<file path="config.mk">
export PLATFORM = sky130hd
export DESIGN_NAME = ripemd160_hash_engine
export DESIGN_NICKNAME = d
export VERILOG_FILES = /design/src/sv/rmd_pkg.sv /design/src/sv/rmd_cmd_fifo.sv /design/src/sv/rmd_core.sv /design/src/sv/ripemd160_hash_engine.sv
export SDC_FILE = /design/constraint.sdc
export NUM_CORES = 2
export LEC_CHECK = 0
export ABC_AREA = 1
export BUFFER_PORTS_ARGS = -buffer_cell sky130_fd_sc_hd__buf_2
export CORE_AREA = 2 2 468 470
export CTS_CLUSTER_DIAMETER = 60
export CTS_CLUSTER_SIZE = 28
export DETAILED_ROUTE_END_ITERATION = 10
export DIE_AREA = 0 0 470 472
export PLACE_DENSITY = 0.65
export SLEW_MARGIN = 20
export SYNTH_ARGS = -nofsm -noshare
export SYNTH_HDL_FRONTEND = slang
export SYNTH_SLANG_ARGS = --single-unit
</file>
<file path="constraint.sdc">
create_clock -name clk -period 21.1 [get_ports clk]
set_input_delay 1.055 -clock clk [delete_from_list [all_inputs] [get_ports clk]]
set_output_delay 1.055 -clock clk [all_outputs]
set_load 0.01 [all_outputs]
</file>
<file path="src/sv/rmd_pkg.sv">
// ----------------------------------------------------------------------------
// rmd_pkg
// shared types, constants and step tables of the ripemd-160 hash engine
// ----------------------------------------------------------------------------
package rmd_pkg;

  typedef enum logic [0:0] {
    REQ_DATA   = 1'b0,
    REQ_FINISH = 1'b1
  } req_t;

  typedef struct packed {
    logic       finish;
    logic [7:0] data;
  } cmd_t;

  localparam logic [31:0] H0_INIT = 32'h67452301;
  localparam logic [31:0] H1_INIT = 32'hEFCDAB89;
  localparam logic [31:0] H2_INIT = 32'h98BADCFE;
  localparam logic [31:0] H3_INIT = 32'h10325476;
  localparam logic [31:0] H4_INIT = 32'hC3D2E1F0;

  localparam logic [7:0] PAD_BYTE  = 8'h80;
  localparam logic [5:0] LEN_START = 6'd56;

  function automatic logic [3:0] sel_l(input logic [6:0] j);
    logic [3:0] t [80];
    t = '{4'd0,4'd1,4'd2,4'd3,4'd4,4'd5,4'd6,4'd7,4'd8,4'd9,4'd10,4'd11,4'd12,4'd13,4'd14,
          4'd15,
          4'd7,4'd4,4'd13,4'd1,4'd10,4'd6,4'd15,4'd3,4'd12,4'd0,4'd9,4'd5,4'd2,4'd14,4'd11,
          4'd8,
          4'd3,4'd10,4'd14,4'd4,4'd9,4'd15,4'd8,4'd1,4'd2,4'd7,4'd0,4'd6,4'd13,4'd11,4'd5,
          4'd12,
          4'd1,4'd9,4'd11,4'd10,4'd0,4'd8,4'd12,4'd4,4'd13,4'd3,4'd7,4'd15,4'd14,4'd5,4'd6,
          4'd2,
          4'd4,4'd0,4'd5,4'd9,4'd7,4'd12,4'd2,4'd10,4'd14,4'd1,4'd3,4'd8,4'd11,4'd6,4'd15,
          4'd13};
    return (j < 7'd80) ? t[j] : 4'd0;
  endfunction

  function automatic logic [3:0] sel_r(input logic [6:0] j);
    logic [3:0] t [80];
    t = '{4'd5,4'd14,4'd7,4'd0,4'd9,4'd2,4'd11,4'd4,4'd13,4'd6,4'd15,4'd8,4'd1,4'd10,4'd3,
          4'd12,
          4'd6,4'd11,4'd3,4'd7,4'd0,4'd13,4'd5,4'd10,4'd14,4'd15,4'd8,4'd12,4'd4,4'd9,4'd1,
          4'd2,
          4'd15,4'd5,4'd1,4'd3,4'd7,4'd14,4'd6,4'd9,4'd11,4'd8,4'd12,4'd2,4'd10,4'd0,4'd4,
          4'd13,
          4'd8,4'd6,4'd4,4'd1,4'd3,4'd11,4'd15,4'd0,4'd5,4'd12,4'd2,4'd13,4'd9,4'd7,4'd10,
          4'd14,
          4'd12,4'd15,4'd10,4'd4,4'd1,4'd5,4'd8,4'd7,4'd6,4'd2,4'd13,4'd14,4'd0,4'd3,4'd9,
          4'd11};
    return (j < 7'd80) ? t[j] : 4'd0;
  endfunction

  function automatic logic [4:0] rot_l(input logic [6:0] j);
    logic [4:0] t [80];
    t = '{5'd11,5'd14,5'd15,5'd12,5'd5,5'd8,5'd7,5'd9,5'd11,5'd13,5'd14,5'd15,5'd6,5'd7,
          5'd9,5'd8,
          5'd7,5'd6,5'd8,5'd13,5'd11,5'd9,5'd7,5'd15,5'd7,5'd12,5'd15,5'd9,5'd11,5'd7,
          5'd13,5'd12,
          5'd11,5'd13,5'd6,5'd7,5'd14,5'd9,5'd13,5'd15,5'd14,5'd8,5'd13,5'd6,5'd5,5'd12,
          5'd7,5'd5,
          5'd11,5'd12,5'd14,5'd15,5'd14,5'd15,5'd9,5'd8,5'd9,5'd14,5'd5,5'd6,5'd8,5'd6,
          5'd5,5'd12,
          5'd9,5'd15,5'd5,5'd11,5'd6,5'd8,5'd13,5'd12,5'd5,5'd12,5'd13,5'd14,5'd11,5'd8,
          5'd5,5'd6};
    return (j < 7'd80) ? t[j] : 5'd0;
  endfunction

  function automatic logic [4:0] rot_r(input logic [6:0] j);
    logic [4:0] t [80];
    t = '{5'd8,5'd9,5'd9,5'd11,5'd13,5'd15,5'd15,5'd5,5'd7,5'd7,5'd8,5'd11,5'd14,5'd14,
          5'd12,5'd6,
          5'd9,5'd13,5'd15,5'd7,5'd12,5'd8,5'd9,5'd11,5'd7,5'd7,5'd12,5'd7,5'd6,5'd15,
          5'd13,5'd11,
          5'd9,5'd7,5'd15,5'd11,5'd8,5'd6,5'd6,5'd14,5'd12,5'd13,5'd5,5'd14,5'd13,5'd13,
          5'd7,5'd5,
          5'd15,5'd5,5'd8,5'd11,5'd14,5'd14,5'd6,5'd14,5'd6,5'd9,5'd12,5'd9,5'd12,5'd5,
          5'd15,5'd8,
          5'd8,5'd5,5'd12,5'd9,5'd12,5'd5,5'd14,5'd6,5'd8,5'd13,5'd6,5'd5,5'd15,5'd13,
          5'd11,5'd11};
    return (j < 7'd80) ? t[j] : 5'd0;
  endfunction

  function automatic logic [31:0] add_l(input logic [2:0] rd);
    case (rd)
      3'd0: return 32'h00000000;
      3'd1: return 32'h5A827999;
      3'd2: return 32'h6ED9EBA1;
      3'd3: return 32'h8F1BBCDC;
      default: return 32'hA953FD4E;
    endcase
  endfunction

  function automatic logic [31:0] add_r(input logic [2:0] rd);
    case (rd)
      3'd0: return 32'h50A28BE6;
      3'd1: return 32'h5C4DD124;
      3'd2: return 32'h6D703EF3;
      3'd3: return 32'h7A6D76E9;
      default: return 32'h00000000;
    endcase
  endfunction

  function automatic logic [31:0] mix(input logic [2:0] rd, input logic [31:0] x,
                                      input logic [31:0] y, input logic [31:0] z);
    case (rd)
      3'd0: return x ^ y ^ z;
      3'd1: return (x & y) | (~x & z);
      3'd2: return (x | ~y) ^ z;
      3'd3: return (x & z) | (y & ~z);
      default: return x ^ (y | ~z);
    endcase
  endfunction

  function automatic logic [31:0] rotl(input logic [31:0] x, input logic [4:0] n);
    logic [63:0] d;
    d = {x, x} << n;
    return d[63:32];
  endfunction

endpackage

</file>
<file path="src/sv/rmd_cmd_fifo.sv">
// ----------------------------------------------------------------------------
// rmd_cmd_fifo
// short queue of request items between the front and the compression back end
// ----------------------------------------------------------------------------
module rmd_cmd_fifo import rmd_pkg::*; (
  input  logic clk,
  input  logic rst,
  input  logic push,
  input  cmd_t wdata,
  output logic full,
  input  logic pop,
  output cmd_t rdata,
  output logic empty
);
  cmd_t       mem [4];
  logic [1:0] wptr;
  logic [1:0] rptr;
  logic [2:0] count;

  assign full  = (count == 3'd4);
  assign empty = (count == 3'd0);
  assign rdata = mem[rptr];

  always_ff @(posedge clk) begin
    if (push && !full) begin
      mem[wptr] <= wdata;
    end
  end

  always_ff @(posedge clk) begin
    if (rst) begin
      wptr  <= '0;
      rptr  <= '0;
      count <= '0;
    end else begin
      if (push && !full) begin
        wptr <= wptr + 2'd1;
      end
      if (pop && !empty) begin
        rptr <= rptr + 2'd1;
      end
      count <= count + 3'((push && !full) ? 1 : 0) - 3'((pop && !empty) ? 1 : 0);
    end
  end
endmodule

</file>
<file path="src/sv/rmd_core.sv">
// ----------------------------------------------------------------------------
// rmd_core
// byte packing, padding, 80-step two-line compression and digest output
// ----------------------------------------------------------------------------
module rmd_core import rmd_pkg::*; (
  input  logic        clk,
  input  logic        rst,
  input  logic        cmd_valid,
  input  cmd_t        cmd,
  output logic        cmd_pop,
  output logic [31:0] digest_word,
  output logic [2:0]  word_index,
  output logic        last_word,
  output logic        empty,
  input  logic        pop
);
  typedef enum logic [2:0] {
    ST_IDLE, ST_PAD, ST_LEN, ST_COMP, ST_FOLD, ST_OUT
  } state_t;

  state_t      state, state_next;
  logic [31:0] blk [16];
  logic [31:0] h [5];
  logic [31:0] l [5];
  logic [31:0] r [5];
  logic [5:0]  fill;
  logic [63:0] bits;
  logic [6:0]  step;
  logic        fin;
  logic [2:0]  oidx;

  logic        put;
  logic [7:0]  put_byte;
  logic [2:0]  rd;
  logic [31:0] tl, tr;
  logic        pad_first;
  logic [63:0] len_reg;
  logic        out_done;

  always_comb begin
    state_next = state;
    case (state)
      ST_IDLE: begin
        if (cmd_valid) begin
          if (cmd.finish) begin
            state_next = ST_PAD;
          end else if (fill == 6'd63) begin
            state_next = ST_COMP;
          end
        end
      end
      ST_PAD: begin
        if (fill == 6'd63) begin
          state_next = ST_COMP;
        end else if (fill == LEN_START - 6'd1) begin
          state_next = ST_LEN;
        end
      end
      ST_LEN:  state_next = ST_COMP;
      ST_COMP: if (step == 7'd79) state_next = ST_FOLD;
      ST_FOLD: begin
        if (!fin) begin
          state_next = ST_IDLE;
        end else if (out_done) begin
          state_next = ST_OUT;
        end else begin
          state_next = ST_PAD;
        end
      end
      ST_OUT: if (pop && oidx == 3'd4) state_next = ST_IDLE;
      default: state_next = ST_IDLE;
    endcase
  end

  always_comb begin
    cmd_pop  = 1'b0;
    put      = 1'b0;
    put_byte = cmd.data;
    case (state)
      ST_IDLE: begin
        cmd_pop = cmd_valid;
        put     = cmd_valid && !cmd.finish;
      end
      ST_PAD: begin
        put      = 1'b1;
        put_byte = pad_first ? PAD_BYTE : 8'h00;
      end
      default: ;
    endcase
  end

  assign rd = (step >> 4) > 7'd4 ? 3'd4 : 3'(step >> 4);
  assign tl = rotl(l[0] + mix(rd, l[1], l[2], l[3]) + blk[sel_l(step)] + add_l(rd),
                   rot_l(step)) + l[4];
  assign tr = rotl(r[0] + mix(3'd4 - rd, r[1], r[2], r[3]) + blk[sel_r(step)] + add_r(rd),
                   rot_r(step)) + r[4];

  always_ff @(posedge clk) begin
    if (rst) begin
      state     <= ST_IDLE;
      fill      <= '0;
      bits      <= '0;
      step      <= '0;
      fin       <= 1'b0;
      oidx      <= '0;
      pad_first <= 1'b1;
      out_done  <= 1'b0;
      h[0] <= H0_INIT; h[1] <= H1_INIT; h[2] <= H2_INIT; h[3] <= H3_INIT; h[4] <= H4_INIT;
    end else begin
      state <= state_next;
      if (state == ST_IDLE && cmd_valid && cmd.finish) begin
        fin       <= 1'b1;
        pad_first <= 1'b1;
        len_reg   <= bits;
        out_done  <= 1'b0;
      end
      if (put) begin
        if (fill[1:0] == 2'd0) begin
          blk[fill[5:2]] <= {24'd0, put_byte};
        end else begin
          blk[fill[5:2]] <= blk[fill[5:2]] | (32'(put_byte) << {fill[1:0], 3'd0});
        end
        fill <= fill + 6'd1;
        if (state == ST_IDLE) begin
          bits <= bits + 64'd8;
        end else begin
          pad_first <= 1'b0;
        end
      end
      if (state == ST_LEN) begin
        blk[14] <= len_reg[31:0];
        blk[15] <= len_reg[63:32];
        fill    <= '0;
        out_done <= 1'b1;
      end
      if ((state == ST_IDLE && cmd_valid && !cmd.finish && fill == 6'd63) ||
          (state == ST_PAD && fill == 6'd63) || state == ST_LEN) begin
        l[0] <= h[0]; l[1] <= h[1]; l[2] <= h[2]; l[3] <= h[3]; l[4] <= h[4];
        r[0] <= h[0]; r[1] <= h[1]; r[2] <= h[2]; r[3] <= h[3]; r[4] <= h[4];
        step <= '0;
      end
      if (state == ST_COMP) begin
        l[0] <= l[4]; l[4] <= l[3]; l[3] <= rotl(l[2], 5'd10); l[2] <= l[1]; l[1] <= tl;
        r[0] <= r[4]; r[4] <= r[3]; r[3] <= rotl(r[2], 5'd10); r[2] <= r[1]; r[1] <= tr;
        step <= step + 7'd1;
      end
      if (state == ST_FOLD) begin
        h[0] <= h[1] + l[2] + r[3];
        h[1] <= h[2] + l[3] + r[4];
        h[2] <= h[3] + l[4] + r[0];
        h[3] <= h[4] + l[0] + r[1];
        h[4] <= h[0] + l[1] + r[2];
        step <= '0;
        if (fin && out_done) begin
          oidx <= '0;
        end
      end
      if (state == ST_OUT && pop) begin
        if (oidx == 3'd4) begin
          oidx <= '0;
          fin  <= 1'b0;
          bits <= '0;
          fill <= '0;
          h[0] <= H0_INIT; h[1] <= H1_INIT; h[2] <= H2_INIT; h[3] <= H3_INIT;
          h[4] <= H4_INIT;
        end else begin
          oidx <= oidx + 3'd1;
        end
      end
    end
  end

  assign empty       = !(state == ST_OUT);
  assign digest_word = h[oidx];
  assign word_index  = oidx;
  assign last_word   = (oidx == 3'd4);
endmodule

</file>
<file path="src/sv/ripemd160_hash_engine.sv">
// ----------------------------------------------------------------------------
// ripemd160_hash_engine
// ripemd-160 hash of a byte stream, digest as five 32-bit words
// ----------------------------------------------------------------------------
//  channel  handshake     fields
//  input    push / full   req_type, data_byte
//  result   pop / empty   digest_word, word_index, last_word
//
//  a data item is packed into the current block; the 64th byte of a block starts
//  the 80-step compression and the chaining update, one step per cycle
//  finish pads one byte per cycle, then compresses one or two blocks
//  items queue in a four-entry buffer while the back end is busy
//  synchronous reset restores the initial chaining words
module ripemd160_hash_engine import rmd_pkg::*; (
  input  logic        clk,
  input  logic        rst,
  input  logic        push,
  output logic        full,
  input  logic        req_type,
  input  logic [7:0]  data_byte,
  output logic        empty,
  input  logic        pop,
  output logic [31:0] digest_word,
  output logic [2:0]  word_index,
  output logic        last_word
);
  cmd_t wcmd, rcmd;
  logic q_empty, q_pop;

  assign wcmd.finish = req_type;
  assign wcmd.data   = data_byte;

  rmd_cmd_fifo u_fifo (
    .clk(clk), .rst(rst), .push(push), .wdata(wcmd), .full(full),
    .pop(q_pop), .rdata(rcmd), .empty(q_empty)
  );

  rmd_core u_core (
    .clk(clk), .rst(rst), .cmd_valid(!q_empty), .cmd(rcmd), .cmd_pop(q_pop),
    .digest_word(digest_word), .word_index(word_index), .last_word(last_word),
    .empty(empty), .pop(pop)
  );
endmodule
</file>
==> results by stage <==
Outcome:
- The run finished with clean final reports.

Floorplanning:
- The vertical extent of the die is 472 um.
- Measured along the x axis, the die boundary spans 470 um.
- The count of standard-cell rows is 171.
- The initial utilization of the core area, before any placement, comes to 39.9%.
- In this run the count of I/O pins placed on the die edge is 51.
- The overall die area is 0.222 mm^2.
- The core region is 0.217 mm^2.

Layout:
- Cells fill 43.3% of the core in the end.
- The number of nets in the layout is 10839.
- The post-route cell area is 0.0937 mm^2.
- The multi-input combinational cells in the finished layout cover a total of 0.0449 mm^2.
- The area added between synthesis and finish is 8.49%.
- The number of filler instances in the final layout is 21247.
- The most flop-heavy register is u_core.blk.
- The register with the most flip-flops in the layout has 512 of them.
- The sequential cell area in the final layout is 0.0346 mm^2.
- Of the cells placed in the final design, the portion with a size suffix greater than 1 is 6.05%.

Timing:
- After layout, the worst path uses 59.8% of the clock period.
- The highest achievable clock rate is 0.0792 GHz.
- Setup violations remaining at the end of the flow were counted as 0.
- The max-slew violation count came to 0.
- The setup TNS after final layout is 0 ps.
- Setup repair after global routing left no endpoint under its margin.
- The worst slew margin relative to its limit is 21.3%.
- The clock arrives with 70.8 ps of skew.
- The routed design could run at a clock period as short as 12620 ps.
- At the pin with the least slew margin, the transition time is 1170 ps.
- Across all hold checks on the routed design, the worst slack comes to 423 ps.
- The final hold violation count is 0.

Worst setup path:
- The most numerous cell type found on the critical path is sky130_fd_sc_hd__nand2_1.
- The standard cell with the maximum stage delay on the critical path is sky130_fd_sc_hd__dfxtp_1.
- The sort of element at the start of the critical path is a register.
- The endpoint identified for the worst register-to-register timing path is u_core.r[0][60].
- The critical path data arrival time is 13140 ps.
- The largest stage delay on the critical path is 730 ps.
- Along the worst path, the maximum fanout reaches 44.
- The number of cells traversed by the worst register-to-register path is 55.
- The worst setup path is captured at a register.
- The launch point of the worst reg-to-reg path is u_core.step[0].
- The reg-to-reg setup timing slack is 8480 ps.
- The required arrival time at the worst endpoint is 21620 ps.
- The classification of the worst setup path is reg2reg.

Logic synthesis:
- The Yosys step of the flow raised 0 warnings.
- Synthesis inferred 1184 register bits.
- The sequential-to-total area share from yosys stat is 40.1%.
- The number of nets handed over by synthesis was 11043.
- The combined area of all synthesized cells is 0.0864 mm^2.
- The mean instance size in the synthesized netlist is 8.32 um^2.
- In this run, distinct cell masters in the synthesized netlist total 73.
- The fraction of synthesis flops using an asynchronous set or reset pin is 0%.
- The most instantiated flip-flop cell in the synthesis netlist is sky130_fd_sc_hd__edfxtp_1.
- Counting flops with a built-in enable in the synthesized netlist gives 1089.
- After technology mapping, the gate count stands at 10384.

Clocking:
- Buffers inserted to repair hold after CTS numbered 0.
- After clock tree synthesis, the setup repair step added 0 buffers.
- After clock tree synthesis, the clock-pin slew on the worst setup and hold paths is 100 ps.
- Clock tree synthesis inserted a total of 115 buffers.
- The post-CTS resize count is 0.
- The maximum clock insertion buffer count is 3.
- Clock tree synthesis selected as its root buffer the cell sky130_fd_sc_hd__clkbuf_16.
- The clock latency at the later pin of the worst-skew pair is 840 ps.
- The number of H-tree branching levels is 3.
- The number of sinks handled by clock tree synthesis is 1184.
- The CTS tree is done.

Power:
- The power per cell area is 157 mW/mm^2.
- The cell leakage power is 0.0373 uW.
- The worst-case IR drop observed on VDD is 0.000184 V.
- The total power is 14700 uW.

Place:
- The count of port buffers added during placement is 50.
- The detailed placer's ending HPWL is 266 mm.
- Routability-driven placement finished with a final weighted congestion of 1.03.
- Once placement finished, the instance area stood at 0.0895 mm^2.

GRT:
- For this run the aggregate overflow at the end of global routing stands at 0.
- The combined global-route utilization of all metal layers is 32.0%.
- The first global-routing pass estimated 524 mm of wire.
- The via count of the first global-routing pass came to 76026.
- The initial antenna violation count is 37.
- The maximum number of pins on one net before global-route repair is 210.

Route:
- The count of nets left with antenna violations after detail routing is 0.
- The via count of the routed design is 81390.
- The first detailed-routing pass took 9 iterations.
- After detailed routing, the number of vias per cell comes to 6.19.
- For this block, the routed nets add up to 368 mm of wire.
- The mean routed wirelength per cell is 28.0 um.
- The final routed DRC violation total is 0.
- The detailed router finished its first iteration with 11796 violations.

Run:
- The number of max-cap violations is 0.

Min path:
- Along the worst hold path, the cell count comes to 1.
- The startpoint identified for the worst hold timing path is data_byte[3].
- The worst hold path terminates at u_fifo.mem[3][3].
- The path class of the lowest-slack min-delay path is in2reg.
## per-stage QoR
stage / setup WS, ps / instances
after floorplan: 12080 / 10384
after global placement: 8770 / 12917
after detailed placement: 8770 / 12917
after CTS: 8770 / 13137
after global routing: 7720 / 13141
final: 8480 / 13143
## layout by cell type (no fill, tap or decap), types with 16 or more instances in the layout
cell / netlist / layout
sky130_fd_sc_hd__o22ai_1: 253 / 253
sky130_fd_sc_hd__nand3_1: 808 / 807
sky130_fd_sc_hd__edfxtp_1: 1089 / 1089
sky130_fd_sc_hd__o2111ai_1: 61 / 60
sky130_fd_sc_hd__buf_4: 17 / 129
sky130_fd_sc_hd__nand2_1: 2029 / 2025
sky130_fd_sc_hd__a41oi_1: 20 / 20
sky130_fd_sc_hd__inv_6: 0 / 24
sky130_fd_sc_hd__mux2i_1: 77 / 77
sky130_fd_sc_hd__nor2_4: 7 / 31
sky130_fd_sc_hd__o21bai_1: 22 / 22
sky130_fd_sc_hd__o21a_1: 48 / 48
sky130_fd_sc_hd__o21ai_0: 975 / 972
sky130_fd_sc_hd__nand4_1: 61 / 61
sky130_fd_sc_hd__o21ai_1: 43 / 44
sky130_fd_sc_hd__or2_2: 110 / 110
sky130_fd_sc_hd__a21o_1: 20 / 20
sky130_fd_sc_hd__a21oi_1: 553 / 552
sky130_fd_sc_hd__inv_1: 1329 / 1324
sky130_fd_sc_hd__o211ai_1: 517 / 517
sky130_fd_sc_hd__nor3_1: 75 / 74
sky130_fd_sc_hd__clkinv_8: 0 / 18
sky130_fd_sc_hd__buf_2: 77 / 50
sky130_fd_sc_hd__dfxtp_1: 95 / 92
sky130_fd_sc_hd__xnor2_1: 62 / 62
sky130_fd_sc_hd__nor2_1: 566 / 535
sky130_fd_sc_hd__o221ai_1: 21 / 21
sky130_fd_sc_hd__ha_1: 361 / 361
sky130_fd_sc_hd__clkbuf_16: 0 / 116
sky130_fd_sc_hd__fa_1: 285 / 285
sky130_fd_sc_hd__xor2_1: 93 / 93
sky130_fd_sc_hd__inv_2: 15 / 16
sky130_fd_sc_hd__a31oi_1: 90 / 89
sky130_fd_sc_hd__inv_8: 0 / 18
sky130_fd_sc_hd__nor4_1: 27 / 27
## report_power, final
group          total, uW  switching (uW)  internal, uW
logic               9140            6310          2830
clock network       2330            1180          1150
registers           3240             296          2940
## cells in the mapped netlist (all sizes together), types with 6 or more instances
cell type | n | area [um^2]
a21oi | 555 | 2790
a21o | 20 | 150
o311ai | 8 | 70.1
xor2 | 93 | 815
nor4 | 29 | 194
a311oi | 7 | 61.3
a221oi | 8 | 76.3
a31oi | 90 | 563
a22oi | 11 | 82.6
o2111ai | 61 | 534
nor3 | 76 | 385
ha | 361 | 4520
edfxtp | 1089 | 32700
nor2 | 580 | 2250
o211a | 7 | 70.1
o211ai | 518 | 3890
a211oi | 11 | 82.6
dfxtp | 95 | 1900
fa | 285 | 5710
buf | 162 | 828
o22ai | 253 | 1580
xnor2 | 62 | 543
clkinv | 7 | 26.3
clkbuf | 341 | 1280
mux2i | 77 | 771
o221ai | 21 | 184
a41oi | 20 | 175
inv | 1345 | 5050
nand3 | 814 | 4110
o21bai | 22 | 165
o21ai | 1021 | 5130
o31ai | 15 | 113
o21a | 48 | 360
and2 | 6 | 37.5
or2 | 113 | 707
nand4 | 62 | 394
nand2 | 2041 | 7690
a21boi | 25 | 188
## per-layer routing
layer  global-route usage, %  vias to the layer above  routed length, um
met4                    19.3                       30              26900
met5                       0                        -                200
met1                    40.0                    39043             135000
li1                        -                    35861                  -
met3                    7.21                     1129              42400
met2                    50.5                     5327             163000
## final cells by class
class / instances / area share [%]
inverter: 1352 / 5.45
antenna: 6 / 0.0160
tap: 2854 / 3.81
sequential: 1184 / 36.9
clock buffer: 116 / 3.10
multi-input combinational: 7345 / 47.9
timing repair buffer: 182 / 1.36
clock inverter: 104 / 1.41
## logic make-up (layout without fill, tap and decap cells)
kind of cell,count (synthesis),in the layout,synth area share [%]
fa+ha+maj,646,646,11.8
other cells,0,6,0
simple gates,3732,3732,18.3
xor+xnor,155,155,1.57
buf+inv,1855,1754,8.32
mux,77,77,0.892
compound gates,2735,2735,19.0
flops,1184,1184,40.1
## worst max-delay path by stage
stage | from | end | slack [ps] | cells after the start
2_1_floorplan | u_core.step[6] | u_core.r[0][60] | 12080 | 50
3_3_place_gp | u_core.step[0] | u_core.r[0][60] | 8770 | 55
3_5_place_dp | u_core.step[0] | u_core.r[0][60] | 8770 | 55
4_1_cts | u_core.step[0] | u_core.r[0][60] | 8770 | 55
5_1_grt | u_core.step[0] | u_core.l[0][54] | 7720 | 56
6_report | u_core.step[0] | u_core.r[0][60] | 8480 | 55
## worst max-delay path, delay by kind of cell, from the launching register on
| kind | cells | cell delay, ps |
|---|---|---|
| flops | 1 | 730 |
| buf+inv | 10 | 2680 |
| fa+ha+maj | 7 | 2700 |
| simple gates | 23 | 2390 |
| xor+xnor | 1 | 110 |
| compound gates | 14 | 3620 |
No activity file was read; power rests on OpenSTA's default activity.
